--- config.mk ---
export PLATFORM = sky130hd
export DESIGN_NAME = d2q9_dly
export DESIGN_NICKNAME = d
export VERILOG_FILES = /design/src/hw/rtl/d2q9_dly.sv
export SDC_FILE = /design/constraint.sdc
export NUM_CORES = 1
export LEC_CHECK = 0
export ABC_CLOCK_PERIOD_IN_PS = 800
export BUFFER_PORTS_ARGS = -buffer_cell sky130_fd_sc_hd__buf_2
export CAP_MARGIN = 20
export CORE_ASPECT_RATIO = 1.1
export CORE_MARGIN = 1.5
export CORE_UTILIZATION = 40
export DETAILED_ROUTE_END_ITERATION = 10
export PLACE_DENSITY = 0.77
export SYNTH_ARGS = -nofsm -noshare
export SYNTH_HDL_FRONTEND = slang
export SYNTH_SLANG_ARGS = --single-unit
--- constraint.sdc ---
create_clock -name clk -period 0.8 [get_ports clk]
set_input_delay 0.08 -clock clk [delete_from_list [all_inputs] [get_ports clk]]
set_output_delay 0.08 -clock clk [all_outputs]
set_load 0.05 [all_outputs]
--- src/hw/rtl/d2q9_dly.sv ---
// fixed-depth register delay line for payload
// no dependencies
`timescale 1ns / 1ps

module d2q9_dly #(
    parameter int WIDTH = 32,
    parameter int DEPTH = 2
) (
    input  logic             clk,
    input  logic [WIDTH-1:0] din,
    output logic [WIDTH-1:0] dout
);

    logic [WIDTH-1:0] tap_reg [DEPTH];

    always_ff @(posedge clk)
    begin
        tap_reg[0] <= din;
        for (int k = 1; k < DEPTH; k++)
        begin
            tap_reg[k] <= tap_reg[k-1];
        end
    end

    assign dout = tap_reg[DEPTH-1];

endmodule

==> results.md <==
- Status: complete, but fails checks
- Failing checks: negative setup slack
- Pre-Repair DR Iteration Count: 4
- Setup Crit Path Kind: reg -> out
- Most common cell in the netlist: dfxtp_1
- Iter 0 DRT Violations: 9
- Clock Sinks: 64
- Core box area: around 3700 um2
- CP max-delay cell: dfxtp_2
- Num ports: 65
- Post-Route WL: between 2000 and 3000 um
- Htree depth: 3
- TNS Setup: -2655 ps
- Post-Place Worst Slack: 168.6 ps
- CTS tree: done
- Arrival time worst endpoint: 830 ps
- Die ar.: 4183 um2
- Area Growth Syn to Fin: 66.78%
- Post-synth top area share: between 80% and 90%
- Final setup margin: -107.0 ps
- Asr flop ratio synth: 0%
- Grt total ovfl: 0
- FP Rows: 23
- Pint: slightly above 0.005 W
- Placed cells: between 150 and 200
- Ratio of cells with drive above 1 in the final layout: between 60% and 70%
- Post-DR vias/cell: approximately 3.7
- Clock latency on the worst-skew pair: between 300 and 400 ps
- Critical Path Fanout Max: 1
- Initial antenna violation count: 0
- Slew headroom: slightly above 90%
- GRT Overall Usage: between 10% and 20%
- LEAKAGE: 1.131 nW
- Antenna viol nets, final: 0
- Net Count, Synth: 129
- WP buf/inv: 1
- Vias: roughly 830
- Setup Viol. Count Final: 32
- Starting density of the core: between 40% and 50%
- Launch point of the worst reg-to-reg path: tap_reg[0][29]
- HP Class: reg -> reg
- Most frequently used flop master after synthesis: dfxtp_1
- Max reg flops: 64
- Max Root-Sink Buffers: 2
- Hold path depth: 0
- RSZ-0062 raised after global routing: true
- Yosys cell types: 2
- Setup crit end kind: output port
- CP Launch Type: flip-flop
- HPWL Detailed: 1364 um
- Clock network fraction of total power: between 30% and 40%
- Largest net degree at the start of global routing: 13
- P per Cell Area: 2689 nW/um2
- Yosys Warn Count: 0
- Post-Route Utilization: a little over two thirds
- Area contributors post-synth: dfxtp_1 84%, buf_4 16%
- Final cell count without fillers: roughly 230
- Vias in the first global route: 863
- Max-Cap Viols: 0
- CP required: 720 ps
- Sequential Power Share: about half
- Root Driver: clkbuf_8
- Worst Tran Pin Value: 113.4 ps
- WHS Endpoint: tap_reg[0][48]
- R2R Path End: tap_reg[0][61]
- Yosys reg bits: between 60 and 70
- Final min period: 907.0 ps
- Number of port buffers: 64
- Synthesized area: roughly 1500 um2
- Commonest cells post-synth: 64 x dfxtp_1, 32 x buf_4
- DR DRC count: 0
- Post-synthesis area per instance: about 16 um2
- #MultiIn Comb: 0
- Wire per inst: around 12 um
- Fmax: between 1000 and 1500 MHz
- Peak supply drop: approximately 1.5 mV
- Delay-heaviest family, CP: flip-flops
- Die Width: 61.81 um
- CTS Buf Count: 9
- Max-slew violations: 0
- Die Y: 67.69 um
- Final Hold Fails: 0
- Hold slack: between 300 and 400 ps
- FF-to-FF setup slack: between 300 and 400 ps
- Multi-input gate area: 0 um2
- Net Sw Frac: a little under a quarter
- Synthesized instance count: 96
- EDFF count, synth: 0
- Final Wtd Congestion: between 0.6 and 0.7
- Clock slew at reported path FFs: about 70 ps
- Cell accounting for the most synthesized area: dfxtp_1
- Reg2reg path depth: 0
- Crit-path max cell delay: 340 ps
- Final Skew: around 6 ps
- Comb pwr share: between 10% and 20%
- Sequential area share after synthesis: between 80% and 90%
- Fin nets: 204
- Net switching power: 0.001637 W
- Tcrit/Tclk final: 113.4%
- Hold Crit Start: tap_reg[0][16]
- Antenna cells: 0
- First-pass GRT wire length: between 3000 and 4000 um
- Crit path cell chain: buf_6
==> per-layer routing <==
layer	vias to the layer above	track usage, %	wire (um)
met3	5	9.004	245
met2	41	22.37	1539
met1	373	10.28	792
met5	-	0	0
met4	0	11.17	44
li1	412	-	-
==> area by class of cell <==
type,count,area [um2]
clock buffers,9,123.9
fillers,267,1117
repair buffers,96,957.2
well taps,50,62.56
flip-flops and latches,64,1321
clock inverters,7,72.57
==> logic make-up after synthesis <==
logic type | share of synthesized area (%)
DFF | 84.21
buffers and inverters | 15.79
==> worst max-delay path by stage <==
| stage | to | cells after the start | from | slack [ps] |
|---|---|---|---|---|
| 2_1_floorplan | dout[0] | 1 | tap_reg[0][32] | 250 |
| 3_3_place_gp | dout[11] | 1 | tap_reg[0][43] | 180 |
| 3_5_place_dp | dout[12] | 1 | tap_reg[0][44] | 170 |
| 4_1_cts | dout[1] | 1 | tap_reg[0][33] | -110 |
| 5_1_grt | dout[9] | 1 | tap_reg[0][41] | -130 |
| 6_report | dout[18] | 1 | tap_reg[0][50] | -110 |
==> through the flow <==
stage / instance area [um2] / power, W
finish: 2537 / 0.006824
global route: 2537 / 0.007095
CTS: 2474 / 0.006852
detailed placement: 1664 / 0.003931
global placement: 1664 / 0.003916
floorplan: 1521 / 0.003886
==> cell usage in the layout (no fill, tap or decap), drive strengths merged <==
master       synthesis  routed
buf                 32      64
dlygate4sd3          0      32
clkinvlp             0       2
clkbuf               0       9
clkinv               0       4
dfxtp               64      64
bufinv               0       1
==> power groups by stage <==
stage	Sequential, W	Combinational (W)	Clock [W]
after detailed placement	0.00347	0.000463	0
after global placement	0.00346	0.000459	0
after global routing	0.00346	0.000783	0.00285
after floorplan	0.00346	0.000430	0
after CTS	0.00344	0.000715	0.00269
final	0.00345	0.000753	0.00262
==> what timing repair did <==
item / 4_1_cts / 5_1_grt
setup buffers: 0 / 0
hold buffers: 32 / 0
pin swaps: 0 / 0
resized for setup: 110 / 17
endpoints found under the setup margin: 32 / 32
endpoints found under the hold margin: 32 / 0
No activity file was read; power rests on OpenSTA's default activity.
