===== config.mk =====
export PLATFORM = sky130hd
export DESIGN_NAME = d2q9_mulr
export DESIGN_NICKNAME = d
export VERILOG_FILES = /design/src/hw/rtl/d2q9_mulr.sv
export SDC_FILE = /design/constraint.sdc
export NUM_CORES = 2
export LEC_CHECK = 0
export BUFFER_PORTS_ARGS = -buffer_cell sky130_fd_sc_hd__clkbuf_2
export CAP_MARGIN = 40
export CORE_MARGIN = 1.5
export CORE_UTILIZATION = 55
export CTS_CLUSTER_DIAMETER = 200
export DETAILED_ROUTE_END_ITERATION = 10
export PLACE_DENSITY = 0.71
export SLEW_MARGIN = 40
export SYNTH_ARGS = -nofsm -noshare
export SYNTH_HDL_FRONTEND = slang
export SYNTH_SLANG_ARGS = --single-unit
export TNS_END_PERCENT = 1

===== constraint.sdc =====
create_clock -name clk -period 12.1 [get_ports clk]
set_input_delay 2.42 -clock clk [delete_from_list [all_inputs] [get_ports clk]]
set_output_delay 2.42 -clock clk [all_outputs]
set_load 0.01 [all_outputs]

===== src/hw/rtl/d2q9_mulr.sv =====
// two-stage signed multiplier with round-half-away shift and saturation
// no dependencies
`timescale 1ns / 1ps

module d2q9_mulr #(
    parameter int AW = 32,
    parameter int BW = 32,
    parameter int SH = 28,
    parameter int OW = 32
) (
    input  logic                 clk,
    input  logic signed [AW-1:0] a,
    input  logic signed [BW-1:0] b,
    output logic signed [OW-1:0] y
);

    localparam int PW = AW + BW;
    localparam logic [PW:0] HALF = (PW+1)'(1) << (SH - 1);
    localparam logic [PW:0] QMAX = (PW+1)'({(OW-1){1'b1}});
    localparam logic [PW:0] QNEG = QMAX + (PW+1)'(1);

    logic signed [PW-1:0] prod_reg;
    logic                 neg;
    logic [PW-1:0]        mag;
    logic [PW:0]          rsum;
    logic [PW:0]          q;
    logic [OW-1:0]        qneg;
    logic signed [OW-1:0] y_next;
    logic signed [OW-1:0] y_reg;

    always_ff @(posedge clk)
    begin
        prod_reg <= a * b;
    end

    always_comb
    begin
        neg  = prod_reg[PW-1];
        mag  = neg ? PW'(-prod_reg) : PW'(prod_reg);
        rsum = {1'b0, mag} + HALF;
        q    = rsum >> SH;
        qneg = ~q[OW-1:0] + 1'b1;
        if (neg)
        begin
            y_next = (q > QNEG) ? {1'b1, {(OW-1){1'b0}}} : qneg;
        end
        else
        begin
            y_next = (q > QMAX) ? {1'b0, {(OW-1){1'b1}}} : q[OW-1:0];
        end
    end

    always_ff @(posedge clk)
    begin
        y_reg <= y_next;
    end

    assign y = y_reg;

endmodule


==> impl_metrics.env <==
export IMPL_ios=97
export IMPL_synth_xor_xnor_area_share=0.0307
export IMPL_grtUsageTotal=0.309
export IMPL_wl_mm=114
export IMPL_synth_top_family_by_area="adder cells"
export IMPL_grt_pass1_wl_mm=185
export IMPL_cts_tree="built"
export IMPL_overflow=0
export IMPL_ys_warn_count=0
export IMPL_worst_setup_path_type="in -> reg"
export IMPL_route_detailed_drc=0
export IMPL_min_from="prod_reg[48]"
export IMPL_route_vias_total=30500
export IMPL_synth_edf_count=0
export IMPL_nets=5767
export IMPL_rsz0062_at_grt="false"
export IMPL_rows=100
export IMPL_r2r_end="y[17]"
export IMPL_place_congestion=0.936
export IMPL_cts_max_level=3
export IMPL_synthAdderAreaFrac=0.574
export IMPL_tns_ps=0
export IMPL_worst_setup_path_start_kind="input port"
export IMPL_setup_viol=0
export IMPL_drtIter0Drc=2545
export IMPL_r2r_start="prod_reg[12]"
export IMPL_min_path_type="reg -> reg"
export IMPL_worstMarginPinSlew_ps=948
export IMPL_cpMostUsedCell="fa_1"
export IMPL_drv_slew=0
export IMPL_cts_root_buf="clkbuf_16"
export IMPL_avgRoutedWirePerCell_um=21.1
export IMPL_cts_buffers=9
export IMPL_fp_dieW_um=279
export IMPL_arrival_ps=11060
export IMPL_cp_max_fo=22
export IMPL_fill_cells=6607
export IMPL_r2r_setup_slack_ps=5430
export IMPL_cts_hold_buffers=0
export IMPL_period_share=0.892
export IMPL_multi_input_area_um2=35200
export IMPL_grt_max_degree=86
export IMPL_die_area_um2=77700
export IMPL_finalHoldViolCount=0
export IMPL_cap_viol_max_count=0
export IMPL_status="complete, no violations"
export IMPL_relSlewSlack=0.368
export IMPL_synth_distinct_cells=91
export IMPL_drive_gt1_frac=0.0489
export IMPL_post_cts_buffers=0
export IMPL_yosysSeqAreaShare=0.0460
export IMPL_die_h_um=279
export IMPL_largest_register_ffs=64
export IMPL_area_growth_pct=3.67
export IMPL_core_um2=74800
export IMPL_synth_compound_area_share=0.0577
export IMPL_syn_inst=4521
export IMPL_crit_required_ps=12360
export IMPL_clk_path_buf_depth=2
export IMPL_critical_path_max_stage_delay_ps=900
export IMPL_first_pass_iters=6
export IMPL_final_antenna_net_count=0
export IMPL_cts_num_sinks=96
export IMPL_clk_pin_slew_ps=70
export IMPL_muxShareOfSynthArea=0.00299
export IMPL_clk_latency_ps=380
export IMPL_syn_area_per_cell_um2=9.25
export IMPL_grt_pass1_vias=33200
export IMPL_ys_ff_latch=96
export IMPL_syn_nets=5855
export IMPL_synth_area_um2=41800
export IMPL_dp_hpwl_mm=92.4
export IMPL_worst_path_max_delay_cell="fa_1"
export IMPL_cts_resized=0
export IMPL_crit_path_end_kind="flop"
export IMPL_synth_top_flop_cell="dfxtp_1"
export IMPL_synth_async_reset_ratio=0
export IMPL_seqCellArea_um2=1930
export IMPL_hold_depth=2
export IMPL_port_buffers=96
export IMPL_period_needed_ps=10800
export IMPL_r2r_cells=17
export IMPL_antenna_found_initial=2
export IMPL_viasPerCell=5.64
export IMPL_initial_utilization=0.559
export IMPL_synth_simple_area_share=0.177
export IMPL_min_to="y[20]"
export IMPL_finClkSkew_ps=10.3
export IMPL_clock_fmax_mhz=92.6
==> critical path, delay by kind of cell <==
family	cells	cell delay (ps)
AO/OA/AOI/OAI	6	1500
adder cells (fa/ha/maj)	9	4750
buffers and inverters	7	1890
AND/OR/NAND/NOR	2	300
XOR/XNOR	1	160
==> cell usage after synthesis (10+ instances only) <==
cell type | count | share of area
a21o_1 | 46 | 0.0083
dfxtp_1 | 96 | 0.046
nand4_1 | 27 | 0.0040
fa_1 | 1082 | 0.52
nor4_1 | 12 | 0.0018
o21ai_0 | 62 | 0.0074
ha_1 | 187 | 0.056
nand2b_1 | 19 | 0.0028
nor2b_1 | 39 | 0.0058
o31ai_1 | 12 | 0.0022
clkbuf_1 | 238 | 0.021
a211oi_1 | 10 | 0.0018
a21oi_1 | 81 | 0.0097
nand2_1 | 550 | 0.049
nor2_1 | 68 | 0.0061
a31oi_1 | 17 | 0.0025
xor2_1 | 50 | 0.010
o21a_1 | 13 | 0.0023
and2_1 | 526 | 0.079
inv_1 | 987 | 0.089
or3_1 | 19 | 0.0028
nand3_1 | 32 | 0.0038
and3_1 | 19 | 0.0028
xnor2_1 | 93 | 0.019
nor3_1 | 40 | 0.0048
==> cells in the final DEF (no fill, tap or decap), drive strengths merged, types with 70 or more instances in the layout <==
cell	instances
ha	187
fa	1082
a21oi	81
nor2	70
nand2	550
clkbuf	101
dfxtp	96
xnor2	95
inv	990
and2	527
==> final cells by class <==
type,instances,area share
multi-input cells,3188,0.813
clock inverters,6,0.00127
flip-flops and latches,96,0.0444
diodes,1,0.0000577
inverters,987,0.0855
repair buffers,151,0.0223
well taps,969,0.0280
clock buffers,10,0.00577
==> per-layer routing <==
layer	part of all wire	GRT usage	up-vias
met5	0.00052	0	-
met4	0.033	0.0995	4
met3	0.096	0.0676	231
li1	-	-	13200
met2	0.45	0.485	1404
met1	0.42	0.430	15600
==> stage by stage <==
step                      hold WS, ps  cell area [um2]  instances  utilization  setup slack (ps)
final                             838            43300       5408        0.579              1300
after global routing              874            43300       5408        0.579               781
after CTS                         830            43200       5404        0.578              1360
after detailed placement          816            42900       5388        0.574               954
after global placement            819            42900       5388        0.574              1060
after floorplan                   727            41800       4521            -              2550
==> how the worst max path moves through the flow <==
stage | from | endpoint | slack, ps | depth (start not counted)
6_report | b[5] | prod_reg[62] | 1300 | 25
5_1_grt | b[5] | prod_reg[62] | 780 | 25
4_1_cts | b[5] | prod_reg[62] | 1360 | 25
3_5_place_dp | b[5] | prod_reg[62] | 950 | 25
3_3_place_gp | b[5] | prod_reg[62] | 1060 | 25
2_1_floorplan | a[31] | prod_reg[62] | 2550 | 24
==> kinds of logic after synthesis <==
group           after synthesis
simple gates               1414
fa+ha+maj                  1269
buf+inv                    1237
compound gates              348
xor+xnor                    145
flops                        96
mux                          12
Power is left out: the tool's default activity adds up to more than one toggle a clock period on the data nets, which glitch-free logic cannot reach.
