## src/hw/rtl/d2q9_sat.sv

```systemverilog
// signed saturation from a wide sum down to a word
// no dependencies
`timescale 1ns / 1ps

module d2q9_sat #(
    parameter int IW = 36,
    parameter int OW = 32
) (
    input  logic signed [IW-1:0] din,
    output logic signed [OW-1:0] dout
);

    logic [IW-OW:0] hi;

    assign hi = din[IW-1:OW-1];

    always_comb
    begin
        if ((&hi) || !(|hi))
        begin
            dout = din[OW-1:0];
        end
        else if (din[IW-1])
        begin
            dout = {1'b1, {(OW-1){1'b0}}};
        end
        else
        begin
            dout = {1'b0, {(OW-1){1'b1}}};
        end
    end

endmodule

```

## config.mk

```make
export PLATFORM = sky130hd
export DESIGN_NAME = d2q9_sat
export DESIGN_NICKNAME = d
export VERILOG_FILES = /design/src/hw/rtl/d2q9_sat.sv
export SDC_FILE = /design/constraint.sdc
export NUM_CORES = 1
export LEC_CHECK = 0
export BUFFER_PORTS_ARGS = -buffer_cell sky130_fd_sc_hd__buf_4
export CAP_MARGIN = 10
export CORE_MARGIN = 8
export CORE_UTILIZATION = 43
export DETAILED_ROUTE_END_ITERATION = 8
export PLACE_DENSITY = 0.9
export SYNTH_ARGS = -nofsm -noshare
export SYNTH_HDL_FRONTEND = slang
export SYNTH_SLANG_ARGS = --single-unit
```

## constraint.sdc

```tcl
create_clock -name vclk -period 1.19
set_clock_uncertainty 0.05 [all_clocks]
set_input_delay 0.238 -clock vclk [all_inputs]
set_output_delay 0.238 -clock vclk [all_outputs]
set_load 0.02 [all_outputs]
```

==> results.json, run 1 <==
{
  "drive_gt1_frac": 0.674,
  "violations": "negative setup slack",
  "slew_viol_final": 0,
  "syn_area_um2": 895,
  "crit_arrival_ns": 1.14,
  "seq_area_um2": 0,
  "layout_commonest_cell": "buf_4",
  "whs_ns": 0.756,
  "die_h_um": 61.6,
  "finalCritPeriodShare": 1.20,
  "wl_um": 4480,
  "setup_tns_ns": -6.06,
  "synth.distinct_cells": 8,
  "final-instance-count-excl-fill": 217,
  "fillCellCount": 103,
  "synth_nets": 153,
  "crit_fanout": 14,
  "placed_cell_area_mm2": 0.00155,
  "grt_pass1_vias": 1457,
  "maxCapViolations": 0,
  "port-buffer-count": 68,
  "grt_pass1_wl_um": 6880,
  "via_count": 1447,
  "crit_top_cell": "buf_6",
  "worstSetupPathType": "in2out",
  "layout_common_cells": "buf_4 (78), nor2_1 (31), nand4_1 (31), a221oi_2 (31), buf_6 (11)",
  "cp.buffers_inverters": 3,
  "rows": 16,
  "setup_viol": 31,
  "gp_congestion": 0.814,
  "critical_path_required_ns": 0.90,
  "multi_input_area_um2": 806,
  "synth_top_cell_area_share": 0.503,
  "relSlewSlack": 0.827,
  "antenna_found_initial": 0,
  "cp-end-kind": "output pin",
  "yosysWarnings": 0,
  "timing.final.ws_setup_ns": -0.234,
  "cellPowerDensity_mw_per_mm2": 465,
  "ant_nets": 0,
  "rsz0062_at_grt": "true",
  "core_area_mm2": 0.00196,
  "hold_viol": 0,
  "drc": 0,
  "overflow": 0,
  "status": "finished with violations",
  "min-delay-path-class": "in2out",
  "yosysSeqAreaShare": 0,
  "critPathTopFamily": "buffers and inverters",
  "p_leak_nw": 0.716,
  "fin_crit_ns": 1.42,
  "fin_nets": 228,
  "clkbuf_count": 0,
  "via_per_inst": 6.67,
  "seq_cell_count": 0,
  "wl_per_cell_um": 20.6,
  "synth_area_leaders": "a221oi_2 (50%), nand4_1 (22%), nor2_1 (13%)",
  "die_area_mm2": 0.00380,
  "post-dp-hpwl_um": 3200,
  "stdcell_area_mm2": 0.00168,
  "pin_count": 68,
  "start_util": 0.456,
  "yosysTopAreaCell": "a221oi_2",
  "post-place-ws_ns": -0.239,
  "drtIter0Drc": 82,
  "grt_use_total": 0.230,
  "worstPathCellList": "buf_6, buf_6, nand4_1, a221oi_2, buf_4",
  "tightest_slew_ns": 0.258,
  "grt_max_degree": 24,
  "max_freq_mhz": 702,
  "syn_avg_cell_area_um2": 7.65,
  "max_stage_delay_ns": 0.31,
  "critPathSlowestCell": "a221oi_2",
  "cp-start-kind": "primary input",
  "cts_hold_buffers": 0,
  "vdd_drop_max_mv": 0.299,
  "post-place-cells": 214,
  "syn2layout_area_growth_pct": 88.3,
  "die_w_um": 61.6,
  "firstDrtPassIters": 4,
  "syn-instance-count": 117,
  "diodes": 0
}
Yosys cell counts (all sizes together):
cell,count
buf,21
nor2,31
a221oi,31
nand4,31
nor2b,1
clkbuf,1
nor3,1
final timing paths:
kind / from / to / slack [ns] / depth (start not counted)
min: din[35] / dout[30] / 0.76 / 3
max: din[32] / dout[7] / -0.23 / 5
cell families after synthesis:
group | synth area share
AND/OR/NAND/NOR | 0.365
AO/OA/AOI/OAI | 0.513
buffers and inverters | 0.122
layer usage:
layer  global-route usage  wire length [µm]
met1                0.239              1630
met2                0.453              2400
met3               0.0313               326
met4               0.0682               126
met5                    0                 0
timing repair:
action / CTS / global route
gates cloned: 2 / 0
setup buffers: 1 / 0
setup endpoints to repair: 31 / 31
gates resized for setup: 15 / 3
pin swaps: 3 / 2
report_power, final:
part / total, mW / internal, mW / switching, mW
Combinational: 0.783 / 0.374 / 0.409
Clock: 0 / 0 / 0
Sequential: 0 / 0 / 0
cell type report:
cell class	instances	share of cell area
timing repair buffer	95	0.501
multi-input combinational	95	0.478
tap	27	0.0201
through the flow:
stage                     utilization  total power [mW]
after CTS                       0.853             0.764
after global placement          0.790             0.691
after floorplan                     -             0.375
final                           0.858             0.783
after global routing            0.858             0.822
after detailed placement        0.790             0.715
Power figures use the tool's default switching activity.
==> inputs of run 2 (changes only) <==
==> constraint.sdc (replaced) <==
create_clock -name vclk -period 1.19
set_clock_uncertainty 0.05 [all_clocks]
set_input_delay 0.238 -clock vclk [all_inputs]
set_output_delay 0.238 -clock vclk [all_outputs]
set_load 0.01 [all_outputs]
==> run 2 against run 1 <==
The flow still finishes with violations (negative setup slack). Flip-flop and latch count is the same. Sequential share of layout area is the same. Final cell count grew 1.8%. First-iteration DRC count grew 140%. Count of clock-buffer cells in the layout is the same. Hold slack lost 0.020 ns. Setup slack lost 0.052 ns. Largest power group unchanged.
==> results.json, run 2 (same netlist as run 1, synthesis figures left out) <==
{
  "fin_nets": 232,
  "overflow": 0,
  "seq_cell_count": 0,
  "fin_crit_ns": 1.48,
  "worstPathCellList": "buf_12, buf_6, nand4_1, a221oi_4, buf_6",
  "cts_hold_buffers": 0,
  "min-delay-path-class": "in2out",
  "antenna_found_initial": 0,
  "grt_max_degree": 19,
  "gp_congestion": 0.816,
  "pin_count": 68,
  "layout_common_cells": "buf_4 (71), nor2_1 (31), nand4_1 (31)",
  "diodes": 0,
  "syn2layout_area_growth_pct": 111,
  "drc": 0,
  "worstSetupPathType": "in2out",
  "firstDrtPassIters": 5,
  "vdd_drop_max_mv": 0.330,
  "seq_area_um2": 0,
  "post-dp-hpwl_um": 3180,
  "finalPower_uw": 844,
  "hold_viol": 0,
  "grt_use_total": 0.281,
  "grt_pass1_wl_um": 8180,
  "final-instance-count-excl-fill": 221,
  "cellPowerDensity_mw_per_mm2": 447,
  "slew_viol_final": 0,
  "placed_cell_area_mm2": 0.00156,
  "die_w_um": 61.6,
  "layout_commonest_cell": "buf_4",
  "crit_arrival_ns": 1.19,
  "cp-start-kind": "primary input",
  "critical_path_required_ns": 0.90,
  "crit_fanout": 14,
  "grt_pass1_vias": 1616,
  "max_freq_mhz": 677,
  "cp-end-kind": "output pin",
  "rsz0062_at_grt": "true",
  "relSlewSlack": 0.772,
  "finalCritPeriodShare": 1.24,
  "critPathSlowestCell": "a221oi_4",
  "wl_per_cell_um": 29.0,
  "core_area_mm2": 0.00196,
  "p_leak_nw": 0.767,
  "setup_viol": 31,
  "stdcell_area_mm2": 0.00189,
  "ant_nets": 0,
  "start_util": 0.456,
  "via_per_inst": 7.57,
  "crit_top_cell": "buf_6",
  "maxCapViolations": 0,
  "tightest_slew_ns": 0.341,
  "status": "finished with violations",
  "die_area_mm2": 0.00380,
  "drtIter0Drc": 197,
  "wl_um": 6410,
  "via_count": 1672,
  "port-buffer-count": 68,
  "post-place-cells": 212,
  "setup_tns_ns": -7.16,
  "die_h_um": 61.6,
  "max_stage_delay_ns": 0.33,
  "violations": "negative setup slack",
  "drive_gt1_frac": 0.680,
  "cp.buffers_inverters": 3,
  "rows": 16,
  "clkbuf_count": 0,
  "critPathTopFamily": "buffers and inverters",
  "timing.final.ws_setup_ns": -0.286
}
## run 2: changes by cell type in the layout (fill, tap and decap cells not counted)
cell,previous run,this run
a221oi_2,31,24
buf_4,78,71
a221oi_4,0,7
buf_12,3,7
buf_16,1,2
clkbuf_16,0,1
buf_6,11,14
bufbuf_16,1,0
buf_8,1,4
## run 2: area by class of cell
| cell class | instances | area, µm² |
|---|---|---|
| Timing Repair Buffer | 99 | 971 |
| Multi-Input combinational cell | 95 | 885 |
| Fill cell | 44 | 72.6 |
| Tap cell | 27 | 33.8 |
## run 2: final timing paths
path	cells past startpoint	endpoint	slack, ns	from
worst min-delay path	3	dout[30]	0.74	din[35]
worst max-delay path	5	dout[1]	-0.29	din[32]
## run 2: metal layers
metal	vias up	global-route usage	share of wire
met4	0	0.153	0.072
met1	756	0.279	0.33
met5	-	0	0
met3	59	0.0898	0.14
met2	211	0.505	0.46
li1	646	-	-
## run 2: metrics by stage
stage	setup slack (ns)	hold WS, ns	utilization
floorplan	0.0603	0.516	-
global placement	-0.173	0.781	0.795
detailed placement	-0.232	0.777	0.795
CTS	-0.173	0.715	0.897
global route	-0.389	0.733	0.963
finish	-0.286	0.737	0.963
## run 2: power by group
group	switching, mW	internal, mW
Sequential	0	0
Combinational	0.422	0.422
Clock	0	0
Total	0.422	0.422
## run 2: tightest hold or removal path: cells and delay by family
kind	cells	cell delay (ns)
compound gates	1	0.07
buf+inv	2	0.24
## run 2: what timing repair did
action | in CTS | in global routing
resized for setup | 23 | 19
hold endpoints to repair | 0 | 0
setup endpoints to repair | 31 | 31
setup buffers | 6 | 1
pin swaps | 2 | 6
gates cloned | 3 | 1
