`src/hw/rtl/d2q9_div.sv`:
```
// pipelined restoring divider: num * 2^F / den, truncated, saturated
// one quotient bit per stage; no dependencies
`timescale 1ns / 1ps

module d2q9_div #(
    parameter int W = 32,
    parameter int F = 28
) (
    input  logic                clk,
    input  logic signed [W-1:0] num,
    input  logic signed [W-1:0] den,
    input  logic                pos,
    output logic signed [W-1:0] quo
);

    localparam logic [W-1:0] QMAX = {1'b0, {(W-1){1'b1}}};
    localparam logic [W-1:0] QNEG = {1'b1, {(W-1){1'b0}}};

    logic [W-1:0] mag;
    logic [W-1:0] dd;
    logic [W-1:0] mm;
    logic [W-1:0] hiw;
    logic [W-1:0] lo0;
    logic         ovf0;
    logic         neg0;

    logic [W-1:0] rem_reg [W+1];
    logic [W-1:0] lo_reg  [W+1];
    logic [W-1:0] q_reg   [W+1];
    logic [W-1:0] d_reg   [W+1];
    logic         ovf_reg [W+1];
    logic         neg_reg [W+1];
    logic signed [W-1:0] quo_next;
    logic signed [W-1:0] quo_reg;

    // magnitude split: top part seeds the remainder, low part is shifted in
    always_comb
    begin
        mag  = num[W-1] ? W'(-num) : W'(num);
        dd   = pos ? W'(den) : W'(1);
        mm   = pos ? mag : '0;
        hiw  = mm >> (W - F);
        ovf0 = (hiw >= dd);
        lo0  = mm << F;
        neg0 = pos & num[W-1];
    end

    always_ff @(posedge clk)
    begin
        rem_reg[0] <= hiw;
        lo_reg[0]  <= lo0;
        q_reg[0]   <= '0;
        d_reg[0]   <= dd;
        ovf_reg[0] <= ovf0;
        neg_reg[0] <= neg0;
    end

    for (genvar k = 0; k < W; k++)
    begin : g_step
        logic [W:0] trial;
        logic [W:0] tdiff;
        logic       ge;

        always_comb
        begin
            trial = {rem_reg[k], lo_reg[k][W-1]};
            tdiff = trial - {1'b0, d_reg[k]};
            ge    = (trial >= {1'b0, d_reg[k]});
        end

        always_ff @(posedge clk)
        begin
            rem_reg[k+1] <= ge ? tdiff[W-1:0] : trial[W-1:0];
            lo_reg[k+1]  <= lo_reg[k] << 1;
            q_reg[k+1]   <= {q_reg[k][W-2:0], ge};
            d_reg[k+1]   <= d_reg[k];
            ovf_reg[k+1] <= ovf_reg[k];
            neg_reg[k+1] <= neg_reg[k];
        end
    end

    always_comb
    begin
        if (neg_reg[W])
        begin
            quo_next = (ovf_reg[W] || (q_reg[W] > QNEG)) ? QNEG : W'(-q_reg[W]);
        end
        else
        begin
            quo_next = (ovf_reg[W] || (q_reg[W] > QMAX)) ? QMAX : q_reg[W];
        end
    end

    always_ff @(posedge clk)
    begin
        quo_reg <= quo_next;
    end

    assign quo = quo_reg;

endmodule

```
`config.mk`:
```
export PLATFORM = sky130hd
export DESIGN_NAME = d2q9_div
export DESIGN_NICKNAME = d
export VERILOG_FILES = /design/src/hw/rtl/d2q9_div.sv
export SDC_FILE = /design/constraint.sdc
export NUM_CORES = 2
export LEC_CHECK = 0
export ABC_CLOCK_PERIOD_IN_PS = 4650
export BUFFER_PORTS_ARGS = -buffer_cell sky130_fd_sc_hd__buf_4
export CORE_MARGIN = 5
export CORE_UTILIZATION = 30
export CTS_BUF_LIST = sky130_fd_sc_hd__clkbuf_8
export DETAILED_ROUTE_END_ITERATION = 10
export PLACE_DENSITY = 0.42
export SYNTH_ARGS = -nofsm -noshare
export SYNTH_HDL_FRONTEND = slang
export SYNTH_MEMORY_MAX_BITS = 65536
export SYNTH_SLANG_ARGS = --single-unit
```
`constraint.sdc`:
```
create_clock -name clk -period 4.65 [get_ports clk]
set_input_delay 0.93 -clock clk [delete_from_list [all_inputs] [get_ports clk]]
set_output_delay 0.93 -clock clk [all_outputs]
set_load 0.02 [all_outputs]
```
==> metrics.md <==
| Metric | Value |
|---|---|
| Outcome | `finished clean` |
| Htree depth | `5` |
| CP Class | `register to register` |
| Post-synth top flop | `dfxtp_1` |
| Pre-antenna DRT Iters | `6` |
| Initial antenna violation count | `11` |
| Area of the die | `roughly 420000 um^2` |
| Cell count after synthesis | `12802` |
| GR peak layer | `met2` |
| Via density per instance | `about 4.6` |
| Total Wirelength | `around 320000 um` |
| Met3 Usage GRT | `2.16%` |
| Die width | `646 um` |
| Final antenna-violating net count | `0` |
| Routability cong. | `0.840` |
| Final slew viol count | `0` |
| Skew final | `0.0949 ns` |
| Flop2flop setup slack | `approximately 0.19 ns` |
| Slowest CP cell | `a2111oi_1` |
| Mapped cell area | `121000 um^2` |
| Post-synthesis sequential area ratio | `about 44%` |
| Worst Path Required | `approximately 5.6 ns` |
| Post-synth ARST share | `0%` |
| Grt ovf | `0` |
| Initial core utilization | `30.1%` |
| Max cap viols | `0` |
| Vias | `88019` |
| Syn. warnings | `0` |
| CP Cell Sequence | `inv_1 -> ha_1 -> nor2b_1 -> o21ai_0 -> a21boi_1 -> o31ai_1 -> buf_4 -> a2111oi_1 -> nor4bb_1 -> a311o_1 -> a22oi_1 -> o22ai_4 -> buf_4 -> o21ai_0` |
| CTS buffer count | `467` |
| Total global-route track usage | `15.1%` |
| Critical Path AT | `5.44 ns` |
| Critical path peak fanout | `32` |
| Routed wire per std cell | `about 17 um` |
| Initial DRC count | `about 4500` |
| Clock transition at path regs | `0.06 ns` |
| Final WS setup | `0.191 ns` |
| Worst Hold Margin | `0.176 ns` |
| CTS tree | `built` |
| Critical Path End Type | `register` |
| Largest register FFs | `about 1000` |
| Clock buffer depth | `4` |
| Vias in the first global route | `88949` |
| Relative max-transition margin | `13.3%` |
| Synth cell types | `109` |
| Core box area | `403000 um^2` |
| Leakage | `60.9 nW` |
| Cell area power density | `841 nW/um^2` |
| Met2 Usage GRT | `26.5%` |
| Worst-Margin Slew | `1.30 ns` |
| Row count | `233` |
| DP HPWL | `257000 um` |
| Fillers | `41545` |
| # port buffers | `97` |
| Post-synth EDFFs | `0` |
| Tot Pwr | `118 mW` |
| Final setup viols | `0` |
| Final nets | `14417` |
| First-pass GRT wire length | `507000 um` |
| Largest net degree at the start of global routing | `65` |
| CTS resizes | `0` |
| Max stage delay on crit path | `1.08 ns` |
| Syn Nets | `13949` |
| # DRC | `0` |
| CP startpoint kind | `register` |
| Max VDD drop | `334 uV` |
| Clock sink total | `2680` |
| Layout area overhead | `15.4%` |
| Synth Register Bits | `between 2000 and 3000` |
| Final hold vios | `0` |
| Insertion delay to the later sink of the worst-skew pair | `1.13 ns` |
| Clock root cell | `clkbuf_8` |
| Pre-CTS worst setup slack | `-0.189 ns` |
| # IOs | `just under 100` |
| Synth Area per Inst | `9.47 um^2` |
| Min-delay worst type | `input pin to register` |
| Share of post-route cells with drive strength above 1 | `11.6%` |
| FMAX | `roughly 0.22 GHz` |
| Minimum clock period | `4.46 ns` |
| Final Cycle Share | `95.9%` |
| Met1 Use GR | `between 10% and 20%` |
| Chip height | `646 um` |
| RSZ-0062 raised after global routing | `no` |
[synth_stat cells (31+ instances only)]
cell type / number / share of area [%]
o21bai_1: 126 / 0.78
nor2_1: 832 / 2.6
inv_1: 1326 / 4.1
and3_1: 86 / 0.44
nor3_1: 135 / 0.56
nor2b_1: 151 / 0.78
o21a_1: 126 / 0.78
buf_2: 51 / 0.21
mux2_4: 34 / 0.42
o21ai_1: 54 / 0.22
a21boi_0: 40 / 0.25
clkbuf_1: 213 / 0.66
o31ai_1: 65 / 0.40
and2_1: 84 / 0.43
mux2_2: 408 / 3.8
fa_1: 31 / 0.51
a211oi_1: 94 / 0.58
or3_1: 50 / 0.26
a21o_1: 586 / 3.6
xor2_1: 299 / 2.2
nand4_1: 159 / 0.82
nand2b_1: 143 / 0.74
nor4_1: 43 / 0.22
a21oi_1: 1172 / 4.8
o211ai_1: 52 / 0.32
o21ai_0: 549 / 2.3
nand2_1: 672 / 2.1
or2_2: 42 / 0.22
xnor2_1: 560 / 4.0
nand3_1: 202 / 0.83
and4_1: 32 / 0.23
dfxtp_1: 2680 / 44
ha_1: 1050 / 11
mux2_1: 40 / 0.37
a31o_2: 33 / 0.24
a31oi_1: 94 / 0.48
[routing by layer]
| layer | share of wire [%] | wire, um |
|---|---|---|
| met5 | 0.0022 | 7 |
| met4 | 3.2 | 10200 |
| met3 | 3.5 | 11200 |
| met2 | 48 | 155000 |
| met1 | 45 | 148000 |
[path summary, 6_finish.rpt]
kind,endpoint,from,cells after the start
setup reg to reg,rem_reg[0][489]$_DFF_P_,d_reg[0][449]$_DFF_P_,14
setup / recovery,rem_reg[0][489]$_DFF_P_,d_reg[0][449]$_DFF_P_,14
hold / removal,rem_reg[0][27]$_DFF_P_,num[29],3
hold reg to reg,q_reg[9][1]$_DFF_P_,q_reg[8][0]$_DFF_P_,0
[metrics by stage]
stage | area (um^2) | utilization [%] | setup TNS, ns | instances
finish | 140000 | 34.8 | 0 | 19112
global route | 140000 | 34.8 | 0 | 19108
CTS | 140000 | 34.7 | 0 | 19063
detailed placement | 129000 | 32.1 | -0.189 | 18172
global placement | 129000 | 32.1 | -0.206 | 18172
floorplan | 121000 | - | 0 | 12802
[cells by family (layout without fill, tap and decap cells)]
kind of cell    count (synthesis)  count (layout)  synth area share, %
buf+inv                      1624            2480                 5.18
mux                           510             510                 4.81
flops                        2680            2680                 44.2
compound gates               3338            3338                 17.5
fa+ha+maj                    1081            1081                 11.3
xor+xnor                      859             859                 6.20
simple gates                 2710            2710                 10.7
other cells                     0              49                    0
[what timing repair did]
action                     CTS  global route
buffers inserted             0             0
hold endpoints to repair    34             0
hold buffers                34             0
setup endpoints to repair    0             0
[worst max-delay path, delay by kind of cell (launching register included)]
family | cells | cell delay (ns)
flops | 1 | 0.37
fa+ha+maj | 1 | 0.28
buf+inv | 3 | 0.48
compound gates | 8 | 2.88
simple gates | 2 | 0.28
[final cells by class]
| cell class | instances | area (um^2) | share of cell area, % |
|---|---|---|---|
| Multi-Input combinational cell | 8498 | 61500 | 44.0 |
| Sequential cell | 2680 | 53700 | 38.3 |
| Clock buffer | 608 | 8370 | 5.98 |
| Tap cell | 5405 | 6760 | 4.83 |
| Inverter | 1327 | 4980 | 3.56 |
| Timing Repair Buffer | 296 | 2580 | 1.85 |
| Clock inverter | 249 | 1940 | 1.39 |
| Antenna cell | 49 | 123 | 0.0876 |
[power breakdown]
| group | switching [mW] | internal (mW) | leakage, nW |
|---|---|---|---|
| Clock | 9.96 | 13.1 | 5.82 |
| Sequential | 4.53 | 30.7 | 22.4 |
| Combinational | 32.1 | 27.2 | 32.7 |
[placed cells by master, fill, tap and decap left out, types with 50 or more instances in the layout]
cell type	n
a211oi_1	94
a21o_1	585
a21oi_1	1172
a31oi_1	93
and2_1	84
and3_1	86
buf_4	240
clkbuf_8	608
clkinv_2	66
dfxtp_1	2679
ha_1	1050
inv_1	1455
mux2_2	408
nand2_1	671
nand2b_1	143
nand3_1	198
nand4_1	159
nor2_1	830
nor2b_1	151
nor3_1	134
o211ai_1	52
o21a_1	126
o21ai_0	549
o21bai_1	126
o31ai_1	65
or3_1	50
xnor2_1	560
xor2_1	299
Note: power is estimated with default switching activity, not from simulation.
